===== src/rtl/ubrtq_pkg.sv =====
// ----------------------------------------------------------------------------
// UART buffered queues: package
// Command codes, transfer payload types and ring control types.
// ----------------------------------------------------------------------------
package ubrtq_pkg;

   localparam int BYTE_W  = 8;
   localparam int CMD_W   = 3;
   localparam int COUNT_W = 7;

   // Event codes carried in the command field
   typedef enum logic [CMD_W-1:0] {
      CMD_LINE_RX    = 3'd0,
      CMD_TX_READY   = 3'd1,
      CMD_HOST_READ  = 3'd2,
      CMD_HOST_WRITE = 3'd3,
      CMD_READ_OVR   = 3'd4,
      CMD_READ_FRM   = 3'd5,
      CMD_FLUSH_RX   = 3'd6
   } cmd_type;

   // Input transfer
   typedef struct packed {
      logic [CMD_W-1:0]  command;
      logic [BYTE_W-1:0] data;
      logic              framing_err;
      logic              line_overrun;
   } req_type;

   // Result transfer
   typedef struct packed {
      logic [BYTE_W-1:0]  out_byte;
      logic               byte_valid;
      logic               accepted;
      logic [COUNT_W-1:0] rx_count;
      logic [COUNT_W-1:0] tx_free;
      logic               any_overrun;
      logic               queue_overrun;
      logic               framing_seen;
      logic               tx_active;
   } rsp_type;

   // Per-item result bits held in the result register
   typedef struct packed {
      logic byte_valid;
      logic accepted;
      logic any_overrun;
      logic queue_overrun;
      logic framing_seen;
      logic pop_tx;
   } rsp_flags_type;

   // Ring controls
   typedef struct packed {
      logic push;
      logic pop;
      logic flush;
   } ring_ctrl_type;

   // Ring status
   typedef struct packed {
      logic empty;
      logic full;
   } ring_stat_type;

endpackage


===== src/rtl/uart_buffered_rx_tx_queues_core.sv =====
// ----------------------------------------------------------------------------
// UART buffered queues core: result registered in the cycle after a request transfer.
// Throughput 1 event per cycle while results are taken; the ring read port and result register
// hold a stalled result, and a new request is taken as it leaves.
// Synchronous reset empties both rings, clears flags and transmit enable.
// ----------------------------------------------------------------------------
module uart_buffered_rx_tx_queues_core
   import ubrtq_pkg::*;
#(
   parameter int RX_DEPTH = 64,
   parameter int TX_DEPTH = 64
) (
   input  logic    clock,
   input  logic    reset,
   input  logic    req_valid,
   output logic    req_ready,
   input  req_type req_data,
   output logic    rsp_valid,
   input  logic    rsp_ready,
   output rsp_type rsp_data
);

   localparam int RX_FILL_W = $clog2(RX_DEPTH + 1);
   localparam int TX_FILL_W = $clog2(TX_DEPTH + 1);

   ring_ctrl_type         rx_ctrl, tx_ctrl;
   ring_stat_type         rx_stat, tx_stat;
   logic [BYTE_W-1:0]     rx_rd_data, tx_rd_data;
   logic [RX_FILL_W-1:0]  rx_fill;
   logic [TX_FILL_W-1:0]  tx_fill;

   logic          fire;
   logic          rsp_valid_ff, rsp_valid_in;
   rsp_flags_type flags_ff, flags_in;
   logic          hw_ovr_ff, hw_ovr_in;
   logic          ring_ovr_ff, ring_ovr_in;
   logic          framing_ff, framing_in;
   logic          tx_en_ff, tx_en_in;

   assign fire      = req_valid && req_ready;
   assign req_ready = !rsp_valid_ff || rsp_ready;

   // Event decode and state update
   always_comb begin
      rx_ctrl     = '0;
      tx_ctrl     = '0;
      flags_in    = '0;
      hw_ovr_in   = hw_ovr_ff;
      ring_ovr_in = ring_ovr_ff;
      framing_in  = framing_ff;
      tx_en_in    = tx_en_ff;
      if (fire) begin
         unique case (req_data.command)
            CMD_LINE_RX: begin
               if (req_data.framing_err) framing_in = 1'b1;
               if (req_data.line_overrun) hw_ovr_in = 1'b1;
               if (!rx_stat.full) begin
                  rx_ctrl.push      = 1'b1;
                  flags_in.accepted = 1'b1;
               end else begin
                  ring_ovr_in = 1'b1;
               end
            end
            CMD_TX_READY: begin
               if (tx_en_ff) begin
                  if (!tx_stat.empty) begin
                     tx_ctrl.pop         = 1'b1;
                     flags_in.byte_valid = 1'b1;
                     flags_in.accepted   = 1'b1;
                     flags_in.pop_tx     = 1'b1;
                  end else begin
                     tx_en_in = 1'b0;
                  end
               end
            end
            CMD_HOST_READ: begin
               if (!rx_stat.empty) begin
                  rx_ctrl.pop         = 1'b1;
                  flags_in.byte_valid = 1'b1;
                  flags_in.accepted   = 1'b1;
               end
            end
            CMD_HOST_WRITE: begin
               if (!tx_stat.full) begin
                  tx_ctrl.push      = 1'b1;
                  tx_en_in          = 1'b1;
                  flags_in.accepted = 1'b1;
               end
            end
            CMD_READ_OVR: begin
               flags_in.queue_overrun = ring_ovr_ff;
               flags_in.any_overrun   = hw_ovr_ff || ring_ovr_ff;
               flags_in.accepted      = 1'b1;
               hw_ovr_in              = 1'b0;
               ring_ovr_in            = 1'b0;
            end
            CMD_READ_FRM: begin
               flags_in.framing_seen = framing_ff;
               flags_in.accepted     = 1'b1;
               framing_in            = 1'b0;
            end
            CMD_FLUSH_RX: begin
               rx_ctrl.flush     = 1'b1;
               hw_ovr_in         = 1'b0;
               ring_ovr_in       = 1'b0;
               framing_in        = 1'b0;
               flags_in.accepted = 1'b1;
            end
            default: begin
               // unused code: no effect, not accepted
            end
         endcase
      end
   end

   // Result valid: set on a request transfer, cleared on a result transfer
   always_comb begin
      rsp_valid_in = rsp_valid_ff;
      if (fire) begin
         rsp_valid_in = 1'b1;
      end else if (rsp_ready) begin
         rsp_valid_in = 1'b0;
      end
   end

   always_ff @(posedge clock) begin
      if (reset) begin
         rsp_valid_ff <= 1'b0;
         hw_ovr_ff    <= 1'b0;
         ring_ovr_ff  <= 1'b0;
         framing_ff   <= 1'b0;
         tx_en_ff     <= 1'b0;
      end else begin
         rsp_valid_ff <= rsp_valid_in;
         hw_ovr_ff    <= hw_ovr_in;
         ring_ovr_ff  <= ring_ovr_in;
         framing_ff   <= framing_in;
         tx_en_ff     <= tx_en_in;
      end
   end

   // Result bits, loaded with each request transfer
   always_ff @(posedge clock) begin
      if (fire) begin
         flags_ff <= flags_in;
      end
   end

   ubrtq_ring #(
      .DEPTH (RX_DEPTH)
   ) u_rx_ring (
      .clock   (clock),
      .reset   (reset),
      .ctrl    (rx_ctrl),
      .wr_data (req_data.data),
      .rd_data (rx_rd_data),
      .fill    (rx_fill),
      .stat    (rx_stat)
   );

   ubrtq_ring #(
      .DEPTH (TX_DEPTH)
   ) u_tx_ring (
      .clock   (clock),
      .reset   (reset),
      .ctrl    (tx_ctrl),
      .wr_data (req_data.data),
      .rd_data (tx_rd_data),
      .fill    (tx_fill),
      .stat    (tx_stat)
   );

   // Result assembly; ring state already reflects the item on show
   always_comb begin
      rsp_data               = '0;
      rsp_data.byte_valid    = flags_ff.byte_valid;
      rsp_data.accepted      = flags_ff.accepted;
      rsp_data.any_overrun   = flags_ff.any_overrun;
      rsp_data.queue_overrun = flags_ff.queue_overrun;
      rsp_data.framing_seen  = flags_ff.framing_seen;
      rsp_data.rx_count      = COUNT_W'(rx_fill);
      rsp_data.tx_free       = COUNT_W'(TX_FILL_W'(TX_DEPTH) - tx_fill);
      rsp_data.tx_active     = tx_en_ff;
      if (flags_ff.byte_valid) begin
         rsp_data.out_byte = flags_ff.pop_tx ? tx_rd_data : rx_rd_data;
      end
   end

   assign rsp_valid = rsp_valid_ff;

endmodule


===== src/rtl/ubrtq_ring.sv =====
// ----------------------------------------------------------------------------
// UART buffered queues: byte ring
// Circular byte store with head, tail and fill count. Pop data lands in a
// read register in the cycle after the pop and holds until the next pop.
// ----------------------------------------------------------------------------
module ubrtq_ring
   import ubrtq_pkg::*;
#(
   parameter int DEPTH = 64
) (
   input  logic                         clock,
   input  logic                         reset,
   input  ring_ctrl_type                ctrl,
   input  logic [BYTE_W-1:0]            wr_data,
   output logic [BYTE_W-1:0]            rd_data,
   output logic [$clog2(DEPTH+1)-1:0]   fill,
   output ring_stat_type                stat
);

   localparam int PTR_W  = $clog2(DEPTH);
   localparam int FILL_W = $clog2(DEPTH + 1);

   logic [BYTE_W-1:0] store_ff [DEPTH];
   logic [BYTE_W-1:0] rd_data_ff;
   logic [PTR_W-1:0]  head_ff, head_in;
   logic [PTR_W-1:0]  tail_ff, tail_in;
   logic [FILL_W-1:0] fill_ff, fill_in;

   // Pointer and count updates
   always_comb begin
      head_in = head_ff;
      tail_in = tail_ff;
      fill_in = fill_ff;
      if (ctrl.flush) begin
         head_in = '0;
         tail_in = '0;
         fill_in = '0;
      end else begin
         if (ctrl.push) begin
            head_in = (head_ff == PTR_W'(DEPTH - 1)) ? '0 : head_ff + PTR_W'(1);
         end
         if (ctrl.pop) begin
            tail_in = (tail_ff == PTR_W'(DEPTH - 1)) ? '0 : tail_ff + PTR_W'(1);
         end
         if (ctrl.push && !ctrl.pop) begin
            fill_in = fill_ff + FILL_W'(1);
         end else if (ctrl.pop && !ctrl.push) begin
            fill_in = fill_ff - FILL_W'(1);
         end
      end
   end

   always_ff @(posedge clock) begin
      if (reset) begin
         head_ff <= '0;
         tail_ff <= '0;
         fill_ff <= '0;
      end else begin
         head_ff <= head_in;
         tail_ff <= tail_in;
         fill_ff <= fill_in;
      end
   end

   // Store write port
   always_ff @(posedge clock) begin
      if (ctrl.push) begin
         store_ff[head_ff] <= wr_data;
      end
   end

   // Registered read port, loaded on pop only
   always_ff @(posedge clock) begin
      if (ctrl.pop) begin
         rd_data_ff <= store_ff[tail_ff];
      end
   end

   assign rd_data    = rd_data_ff;
   assign fill       = fill_ff;
   assign stat.empty = (fill_ff == '0);
   assign stat.full  = (fill_ff == FILL_W'(DEPTH));

endmodule


===== config.mk =====
export PLATFORM = sky130hd
export DESIGN_NAME = uart_buffered_rx_tx_queues_core
export DESIGN_NICKNAME = d
export VERILOG_FILES = /design/src/rtl/ubrtq_pkg.sv /design/src/rtl/uart_buffered_rx_tx_queues_core.sv /design/src/rtl/ubrtq_ring.sv
export SDC_FILE = /design/constraint.sdc
export NUM_CORES = 1
export LEC_CHECK = 0
export CORE_MARGIN = 2
export CORE_UTILIZATION = 35
export CTS_CLUSTER_DIAMETER = 100
export DETAILED_ROUTE_END_ITERATION = 16
export DONT_BUFFER_PORTS = 1
export GPL_TIMING_DRIVEN = 0
export HOLD_SLACK_MARGIN = 0.05
export SETUP_SLACK_MARGIN = 0.02
export SLEW_MARGIN = 30
export SYNTH_ARGS = -nofsm -noshare
export SYNTH_HDL_FRONTEND = slang
export SYNTH_SLANG_ARGS = --single-unit
export TNS_END_PERCENT = 20

===== constraint.sdc =====
create_clock -name clock -period 3.9 [get_ports clock]
set_input_delay 0.39 -clock clock [delete_from_list [all_inputs] [get_ports clock]]
set_output_delay 0.39 -clock clock [all_outputs]
set_load 0.1 [all_outputs]

Yosys cells after proc, flatten, opt, wreduce, memory -nomap -nowiden
Memories as Yosys holds them, arrays and structs flattened. A register that Yosys moved wholly into a read port is not among the register bits. Index checks and enable logic that the tools add are counted.

Add/sub/neg operators: 9. Eq/ne operators: 16. Mux-type cells: 41. Reductions and logical operators: 29.

Operator list (number): 7-bit two-way mux (4); 6-bit by 1-bit adder with 6-bit output (second input constant) (4); 6-bit equality test (second input constant) (4); 6-bit two-way mux (4); 1-bit two-way mux (20); 8-bit two-way mux (2); 7-bit by 1-bit adder with 7-bit output (second input constant) (2); 7-bit equality test (second input constant) (2); 7-bit logical NOT (2); 7-bit by 1-bit subtractor with 7-bit output (second input constant) (2); 3-bit AND reduction (4); 2-bit nonzero test (6); 1-bit case mux with 2 select lines (5); 3-bit equality test (second input constant) (3); 2-bit two-way mux (4); 2-bit != test (second input constant) (4); 7-bit subtractor (first input constant) (1); 3-bit by 2-bit equality test with 1-bit output (second input constant) (2); 2-bit OR reduction (3); 1-bit logical AND (5); 1-bit logical NOT (5); 1-bit case mux with 5 select lines (1); 3-bit by 1-bit equality test with 1-bit output (second input constant) (1); 3-bit logical NOT (1); other kinds (3) (4).

Register bits after elaboration: 49. Bits in writable memories: 1024. Bits of input ports: 17. Logic and storage cells: 114. Memories kept: 2.

Memories: u_rx_ring.store_ff (words 64, width 8, read ports 1, clocked after memory_dff 1, wr ports 1, RTL line ubrtq_ring.sv:23) `logic [BYTE_W-1:0] store_ff [DEPTH];`; u_tx_ring.store_ff (words 64, width 8, read ports 1, clocked after memory_dff 1, wr ports 1, RTL line ubrtq_ring.sv:23).

Depth between registers and ports, before layout
Gate-level depths: netlist of the first run.

Word-level depth: 9. Depth in mapped cells: 14. Mapped depth without buffers: 14.

Modules after synthesis
From an unflattened synthesis of the first run, not the netlist that was laid out.

Cells, all modules: 2243. Area, all modules: 43133.9 µm².

Modules (own cells, without submodules): ubrtq_ring at u_rx_ring (instances 1, cells each 1087, area an instance 21175.3 µm², seq. area each 15995.3 µm²); ubrtq_ring at u_tx_ring (instances 1, cells each 1057, area an instance 21139.0 µm², seq. area each 15995.3 µm²); uart_buffered_rx_tx_queues_core (instances 1, cells each 99, area an instance 819.5 µm², seq. area each 280.3 µm²).

Worst setup path before layout of the first run
Ideal clock, no wire load.

Path type: flip-flop to flip-flop. From: register rsp_valid_ff, in the netlist rsp_valid. To: register u_tx_ring.fill_ff[6], in the netlist u_tx_ring.fill[6]. Setup time: 0.121 ns. Arrival time: 4.454 ns. Data required time: 3.779 ns. Path slack: -0.675 ns. Cell stages (with the launch flop): 15. Path buffers: 2. Period minus slack after synthesis: 4.575 ns. Path through: dfxtp_1 > nand2b_1 > clkbuf_1 > nand4b_1 > clkbuf_1 > nor2_1 > inv_1 > ha_1 > inv_1 > ha_1 > a21o_1 > a21oi_1 > o21ai_0 > nand4_1 > mux2_2.

RTL lines: start, declared (RTL line uart_buffered_rx_tx_queues_core.sv:33) `logic rsp_valid_ff, rsp_valid_in;`; start signal, assigned (RTL line uart_buffered_rx_tx_queues_core.sv:134) `rsp_valid_ff <= rsp_valid_in;`; end signal, assigned (RTL line ubrtq_ring.sv:61) `fill_ff <= fill_in;`; end, declared (RTL line ubrtq_ring.sv:27) `logic [FILL_W-1:0] fill_ff, fill_in;`.

Worst setup path in the final report of the first run
From: register rsp_valid_ff, in the netlist rsp_valid. To: memory u_tx_ring.store_ff[34][6], enable pin.

Cells in the longest elaborated chain, start to end: 6.

RTL lines: 1-bit logical NOT (RTL line uart_buffered_rx_tx_queues_core.sv:41) `assign req_ready = !rsp_valid_ff || rsp_ready;`; 1-bit logical OR (RTL line uart_buffered_rx_tx_queues_core.sv:41); via req_ready (RTL line uart_buffered_rx_tx_queues_core.sv:16) `output logic req_ready,`; 1-bit logical AND (RTL line uart_buffered_rx_tx_queues_core.sv:40) `assign fire = req_valid && req_ready;`; 2-bit two-way mux (RTL line uart_buffered_rx_tx_queues_core.sv:52) `if (fire) begin`; 1-bit two-way mux (RTL line ubrtq_ring.sv:67) `if (ctrl.push) begin`; 1-bit two-way mux (implied by the code) (RTL line ubrtq_ring.sv:68) `store_ff[head_ff] <= wr_data;`; end, declared (RTL line ubrtq_ring.sv:23).

The timed path passes the listed nets, and every way through them passes these cells.

==> results.rst, run 1 <==
.. list-table::
   :header-rows: 1

   * - Metric
     - Value
   * - Library cell used as clock root buffer
     - clkbuf_16
   * - Number of antenna violations at the first check in global routing
     - 2
   * - Total non-filler cell area in the finished layout
     - ~0.049 mm^2
   * - Warnings, synthesis
     - 0
   * - Design Power
     - between 0.02 and 0.025 W
   * - Num CTS Buffers
     - between 100 and 150
   * - # nets final
     - between 2,000 and 2,500
   * - Crit path required time
     - approximately 4.2 ns
   * - Final number of hold-violating endpoints
     - 0
   * - Critical Setup Path Class
     - flop to flop
   * - LEAKAGE
     - 14.76 nW
   * - Mean Syn Cell Area
     - 19.01 um^2
   * - MaxCap Viol Count
     - 0
   * - Leading cell types in the layout, fill and taps excluded
     - 1,046 x edfxtp_1, 224 x mux4_2, 177 x nor2_1
   * - Mapped Cells
     - roughly 2,300
   * - Mapped Nets
     - 2,304
   * - Fin crit share
     - 99.51%
   * - Netlist cell types
     - 57
   * - Total die area
     - 0.1259 mm^2
   * - Biggest area consumer among synthesized cells
     - edfxtp_1
   * - Logic depth of the worst register-to-register path
     - 7
   * - TritonCTS sink count
     - about 1,100
   * - Slew at the pin closest to its max-slew limit
     - 0.9312 ns
   * - Remaining antenna violation count
     - 0
   * - CP max-delay cell
     - nor2_1
   * - Largest delay contributor family on the critical path
     - simple AND/OR/NAND/NOR gates
   * - Biggest fanout along the worst timing path
     - 10
   * - Result of the run
     - finished, final reports clean
   * - Path class of the lowest-slack min-delay path
     - input port to flop
   * - WP depth
     - 7
   * - Synth-to-layout area growth
     - 13.86%
   * - Worst max-slew margin expressed relative to the limit
     - 37.73%
   * - Critical Path End Type
     - flop
   * - Die height
     - approximately 350 um
   * - Vias per inst
     - between 5 and 6
   * - Final setup vio count
     - 0
   * - Bufs and invs on worst path
     - 2
   * - Proportion of layout cells with a drive suffix above 1
     - 20.13%
   * - Hold slack final
     - approximately 0.10 ns
   * - Dominant synthesized flop cell
     - edfxtp_1
   * - Iter 0 DRT Violations
     - ~2,800
   * - Die X
     - between 300 and 400 um
   * - Fmax
     - 257.7 MHz
   * - Via count
     - 22,200
   * - Routed wire length
     - approximately 100 mm
   * - Most common cell after layout, fill and taps aside
     - edfxtp_1
   * - IO Pins
     - 47
   * - Number of placement rows
     - 128
   * - Gr ovfl total
     - 0
   * - Total GRT Usage
     - between 15 and 20%
   * - Clock-pin slew on the worst setup and hold paths
     - 0.06 ns
   * - Critical path's largest stage delay
     - ~0.86 ns
   * - Half-perimeter wire length of the detailed placement result
     - ~66 mm
   * - Register-to-register setup slack
     - between 0.015 and 0.02 ns
   * - Switching Fraction
     - around a fifth
   * - Final routed DRC violation total
     - 0
   * - Minimum clock period after layout
     - 3.881 ns
   * - Kind of start point of the critical path
     - flop
   * - Number of levels the H-tree was split into
     - 3
   * - Wire length per cell after detailed routing
     - approximately 25 um
   * - Initial core utilization
     - approximately a third
   * - Endpoint of the lowest-slack register-to-register path
     - u_tx_ring.store_ff[34][6]
   * - Post-route core utilization
     - 40.21%
   * - Number of flops mapped to enable cells by yosys
     - between 1,000 and 1,500
   * - Portion of the post-synthesis area used by sequential elements
     - between 70% and 80%
   * - Combinational power share
     - about 3.0%
   * - Final-report max-slew violation count
     - 0
   * - First-pass GRT wire length
     - ~150 mm
   * - Skew final
     - approximately 0.023 ns
   * - PD cells
     - roughly 480 mW/mm^2
   * - Via count of the first global-routing pass
     - 22,590
   * - Clock latency reported for the late side of the worst-skew pair
     - around 0.68 ns
   * - Crit path to
     - u_tx_ring.store_ff[34][6]
   * - Sequential cell fraction of total power
     - 54.6%
   * - Post-Place Cell Area
     - 0.04538 mm^2
   * - R2R Path Start
     - rsp_valid
   * - Maximum number of pins on one net before global-route repair
     - between 100 and 150
   * - Clk network pwr share
     - 42.4%
   * - Number of search-and-repair iterations in the first detailed-routing pass
     - 5
   * - Post-Synthesis Cell Area
     - ~0.043 mm^2
   * - Synth async-reset ratio
     - 0%
   * - Count of buffers inserted at the top-level ports
     - 0
   * - Clock tree from TritonCTS
     - yes
   * - VDD IR-drop max
     - roughly 360 uV
   * - Post-synth top area share
     - about 73%
   * - Internal power of the cells
     - 0.01879 W
   * - Arrival time at the worst endpoint
     - 4.18 ns
   * - Unrepaired setup endpoints after global routing
     - true
   * - Final GP Congestion
     - 0.9171
   * - Crit-path cells
     - nand2b_1 > clkbuf_4 > nand4b_1 > clkbuf_2 > nor3_1 > nand2_1 > nor2_1
   * - Switch Pwr
     - 0.004809 W
   * - Buffer levels on the longest clock path
     - 3
   * - Standard cell core area
     - about 0.12 mm^2
   * - Ranking of synthesized cells by area
     - edfxtp_1 73%, mux4_2 12%, mux2i_1 2.2%
   * - Fillers
     - roughly 11,000
   * - CP startpoint
     - rsp_valid
   * - Flops & latches, synth
     - approximately 1,100
## cell usage after synthesis (all sizes together), types with 2 or more instances
master and instances:
edfxtp 1046, mux4 224, nor2 189, mux2i 94
nand2 84, a22oi 80, buf 78, clkbuf 57
dfxtp 43, nor3 36, a21oi 26, nor2b 25
o21ai 21, o31ai 20, xnor2 20, ha 18
and3 17, inv 17, o221ai 17, a22o 16
nand3 16, o22ai 16, nand3b 11, a31oi 9
and2 9, a21o 7, nor4 7, a211oi 6
a311o 6, or3b 6, xor2 6, nand4 4
a311oi 3, nand4b 3, nor3b 3, nor4b 3
or2 3, or3 3, a31o 2, fa 2
mux2 2, nand2b 2, o2bb2ai 2
## metal layers
layer	track usage (%)	wire, um	vias up	share of wire (%)
met2	24.86	47500	910	46
li1	-	-	9474	-
met1	22.92	44970	11640	43
met5	0	0	-	0
met3	4.015	8813	175	8.5
met4	5.144	2806	0	2.7
## metrics by stage
stage | std cells | setup slack, ns | setup TNS, ns
4_1_cts | 4094 | 0.02425 | 0
3_5_place_dp | 3897 | -0.5922 | -37.43
2_1_floorplan | 2267 | 0.2195 | 0
5_1_grt | 4095 | -0.1092 | -7.519
3_3_place_gp | 3892 | -0.5167 | -40.62
6_report | 4096 | 0.01901 | 0
## worst min-delay path by stage
| stage | start | to | slack [ns] | depth (start not counted) |
|---|---|---|---|---|
| detailed placement | req_data[8] | u_tx_ring.store_ff[25][6] | 0.50 | 0 |
| global placement | tx_en_ff | tx_en_ff | 0.48 | 2 |
| global route | req_data[0] | hw_ovr_ff | 0.11 | 3 |
| CTS | req_data[0] | hw_ovr_ff | 0.07 | 3 |
| floorplan | tx_en_ff | tx_en_ff | 0.46 | 2 |
| finish | req_data[0] | hw_ovr_ff | 0.10 | 3 |
## flip-flops by register name, summed over array words and instances (netlist names), 6 cells and up
signal / flops
u_rx_ring.store_ff: 512
u_tx_ring.tail_ff: 6
u_rx_ring.tail_ff: 6
u_tx_ring.fill: 7
u_tx_ring.rd_data: 8
u_tx_ring.head_ff: 6
u_rx_ring.head_ff: 6
u_rx_ring.fill: 7
u_rx_ring.rd_data: 8
u_tx_ring.store_ff: 512
## repair_timing
action                                  in CTS  in global routing
pin swaps                                    1                  0
hold endpoints to repair                  1027                  0
endpoints found under the setup margin     261                237
hold buffers                                11                  0
resized for setup                            5                 15
buffers inserted                             1                  0
## power by group through the flow
stage	clock network, W	logic (W)	registers, W
global route	0.0106	0.000749	0.0129
detailed placement	0	0.000490	0.0131
floorplan	0	0.000327	0.0131
finish	0.0100	0.000697	0.0129
global placement	0	0.000418	0.0131
CTS	0.0102	0.000708	0.0129
## worst register-to-register path, stage by stage (launching register included)
cell      delay [ns]
dfxtp_2         0.49
nand2b_1        0.14
clkbuf_4        0.40
nand4b_1        0.27
clkbuf_2        0.29
nor3_1          0.43
nand2_1         0.63
nor2_1          0.86
## layout make-up
class	instances	area, um^2	share of cell area [%]
buffer	135	603.1	1.229
multi-input combinational	1026	10320	21.04
antenna	2	5.005	0.01020
clock inverter	68	716.9	1.461
timing repair buffer	17	395.4	0.8058
clock buffer	117	2639	5.378
inverter	17	63.81	0.1301
tap	1625	2033	4.144
sequential	1089	32290	65.81
## logic make-up after synthesis
group | share of synthesized area [%]
buffers and inverters | 1.533
adders and majority gates | 0.6156
xor gates and xnor gates | 0.5285
AOI/OAI and AO/OA | 3.905
DFF | 74.89
muxes | 13.94
and+or+nand+nor | 4.585
Power figures use the tool's default switching activity.
==> inputs of run 2 (changes only) <==
--- a/config.mk
+++ b/config.mk
@@ -5,11 +5,11 @@
 export SDC_FILE = /design/constraint.sdc
 export NUM_CORES = 1
 export LEC_CHECK = 0
+export BUFFER_PORTS_ARGS = -buffer_cell sky130_fd_sc_hd__buf_4
 export CORE_MARGIN = 2
-export CORE_UTILIZATION = 35
+export CORE_UTILIZATION = 40
 export CTS_CLUSTER_DIAMETER = 100
 export DETAILED_ROUTE_END_ITERATION = 16
-export DONT_BUFFER_PORTS = 1
 export GPL_TIMING_DRIVEN = 0
 export HOLD_SLACK_MARGIN = 0.05
 export SETUP_SLACK_MARGIN = 0.02
==> run 2 against run 1 <==
- utilization grew 5.6 points
- critical path depth grew 7
- non-clock buffer count grew 35
- sequential cell count is the same
- sequential power is essentially flat
- highest routed layer unchanged
==> results.rst, run 2 (synthesis results as in run 1) <==
.. list-table::
   :header-rows: 1

   * - Metric
     - Value
   * - Result of the run
     - finished, final reports clean
   * - Final critical-path setup slack
     - 0.2921 ns
   * - Number of search-and-repair iterations in the first detailed-routing pass
     - 6
   * - Final GP Congestion
     - approximately 0.88
   * - Via count of the first global-routing pass
     - between 20,000 and 25,000
   * - Gr ovfl total
     - 0
   * - R2R Path Start
     - u_tx_ring.fill[0]
   * - Dpl ws
     - -0.2836 ns
   * - Design Power
     - ~0.024 W
   * - Post-route core utilization
     - a little under half
   * - Die X
     - 332.2 um
   * - Critical Setup Path Class
     - flop to flop
   * - Clock tree from TritonCTS
     - yes
   * - Clk network pwr share
     - 43.4%
   * - Minimum clock period after layout
     - 3.608 ns
   * - Path class of the lowest-slack min-delay path
     - input port to flop
   * - Leading cell types in the layout, fill and taps excluded
     - 1,046 x edfxtp_1, 224 x mux4_2, 188 x nor2_1
   * - Vias per inst
     - ~5.7
   * - Slew at the pin closest to its max-slew limit
     - about 1.0 ns
   * - Critical path's largest stage delay
     - 0.55 ns
   * - Total GRT Usage
     - roughly 18%
   * - Half-perimeter wire length of the detailed placement result
     - around 64 mm
   * - Clock latency reported for the late side of the worst-skew pair
     - approximately 0.68 ns
   * - Most used cell, CP
     - inv_1
   * - Arrival time at the worst endpoint
     - approximately 4.2 ns
   * - Clock-pin slew on the worst setup and hold paths
     - approximately 0.060 ns
   * - Fin crit share
     - between 90 and 100%
   * - Synth-to-layout area growth
     - 13.52%
   * - Post-Place Cell Area
     - approximately 0.045 mm^2
   * - Worst max-slew margin expressed relative to the limit
     - 30.34%
   * - Buffer levels on the longest clock path
     - 3
   * - Switching Fraction
     - about a fifth
   * - Internal power of the cells
     - 0.01904 W
   * - Fillers
     - 9,058
   * - Final setup vio count
     - 0
   * - Library cell used as clock root buffer
     - clkbuf_16
   * - Fmax
     - roughly 280 MHz
   * - VDD IR-drop max
     - about 600 uV
   * - Final routed DRC violation total
     - 0
   * - LEAKAGE
     - 14.91 nW
   * - Count of buffers inserted at the top-level ports
     - between 40 and 50
   * - Total die area
     - between 0.1 and 0.15 mm^2
   * - Beginning of the worst hold path
     - req_data[1]
   * - # nets final
     - around 2,500
   * - Unrepaired setup endpoints after global routing
     - false
   * - First-pass GRT wire length
     - around 150 mm
   * - Via count
     - roughly 22,000
   * - Number of placement rows
     - 120
   * - Remaining antenna violation count
     - 0
   * - Routed wire length
     - around 100 mm
   * - Crit-path cells
     - inv_1 > ha_1 > or3b_2 > o31ai_4 > nor2_4 > inv_1 > ha_1 > inv_1 > fa_1 > a21o_1 > a21oi_2 > nand4b_1 > nand4_1 > mux2_2
   * - Maximum number of pins on one net before global-route repair
     - approximately 130
   * - Most common cell after layout, fill and taps aside
     - edfxtp_1
   * - Diodes inserted
     - 0
   * - Final number of hold-violating endpoints
     - 0
   * - CP startpoint
     - u_tx_ring.fill[0]
   * - MaxCap Viol Count
     - 0
   * - Iter 0 DRT Violations
     - 2,508
   * - Initial core utilization
     - about two fifths
   * - Number of antenna violations at the first check in global routing
     - 1
   * - Num CTS Buffers
     - 108
   * - Die height
     - 332.2 um
   * - Total non-filler cell area in the finished layout
     - 0.04892 mm^2
   * - Combinational power share
     - about 2.9%
   * - Standard cell core area
     - roughly 0.11 mm^2
   * - Final-report max-slew violation count
     - 0
   * - Switch Pwr
     - between 0.004 and 0.005 W
   * - Skew final
     - about 0.025 ns
   * - Wire length per cell after detailed routing
     - about 26 um
   * - Number of levels the H-tree was split into
     - 3
   * - Kind of start point of the critical path
     - flop
   * - IO Pins
     - 47
   * - CP max-delay cell
     - or3b_2
   * - Registers with the most flip-flops
     - u_rx_ring.store_ff x512, u_tx_ring.store_ff x512
   * - TritonCTS sink count
     - around 1,100
   * - PD cells
     - 489.4 mW/mm^2
   * - Proportion of layout cells with a drive suffix above 1
     - about a fifth
   * - Critical Path End Type
     - flop
   * - Sequential cell fraction of total power
     - between 50% and 60%
   * - Total Negative Setup Slacks
     - 0 ns
   * - Crit path required time
     - 4.46 ns
   * - Biggest fanout along the worst timing path
     - 8
[run 2: final timing paths]
check                                    endpoint  slack (ns)  depth (start not counted)
worst min register to register           tx_en_ff        0.52                          2
worst min-delay path                   framing_ff        0.12                          3
worst max register to register  u_tx_ring.fill[6]        0.29                         14
worst max-delay path            u_tx_ring.fill[6]        0.29                         14
[run 2: worst max-delay path: cells and delay by family, from the launching register on]
kind | cells | cell delay, ns
flops | 1 | 0.38
simple gates | 4 | 0.89
compound gates | 3 | 0.73
buf+inv | 3 | 0.35
fa+ha+maj | 3 | 0.87
mux | 1 | 0.29
[run 2: final cells by class]
cell class	count	area (um^2)	share of cell area, %
plain buffers	135	598.1	1.223
clock buffers	139	2943	6.016
clock inverters	64	608.1	1.243
inverters	17	63.81	0.1304
multi-input cells	1026	10210	20.88
flip-flops and latches	1089	32270	65.97
well taps	1403	1755	3.589
repair buffers	52	462.9	0.9464
[run 2: metrics by stage]
step,hold WS (ns),cells
3_3_place_gp,0.4809,3715
3_5_place_dp,0.4991,3716
4_1_cts,0.08450,3920
2_1_floorplan,0.4636,2267
6_report,0.1200,3925
5_1_grt,0.1102,3925
[run 2: metal layers]
layer | up-vias | wire [um] | track usage, %
met5 | - | 0 | 0
met4 | 0 | 3107 | 6.025
met3 | 174 | 7354 | 3.561
met2 | 830 | 48480 | 29.32
met1 | 11680 | 43380 | 25.61
li1 | 9556 | - | -
[run 2: what timing repair did]
action / in CTS / in global routing
pin swaps: 0 / 3
buffers inserted: 0 / 4
resized for setup: 4 / 2
endpoints found under the hold margin: 1 / 0
endpoints found under the setup margin: 1 / 1
hold buffers: 1 / 0
[run 2: power groups by stage]
stage | sequential, W | clock [W] | combinational [W]
global route | 0.0128 | 0.0110 | 0.000742
finish | 0.0128 | 0.0104 | 0.000699
detailed placement | 0.0131 | 0 | 0.000685
CTS | 0.0128 | 0.0106 | 0.000691
global placement | 0.0131 | 0 | 0.000655
floorplan | 0.0131 | 0 | 0.000327
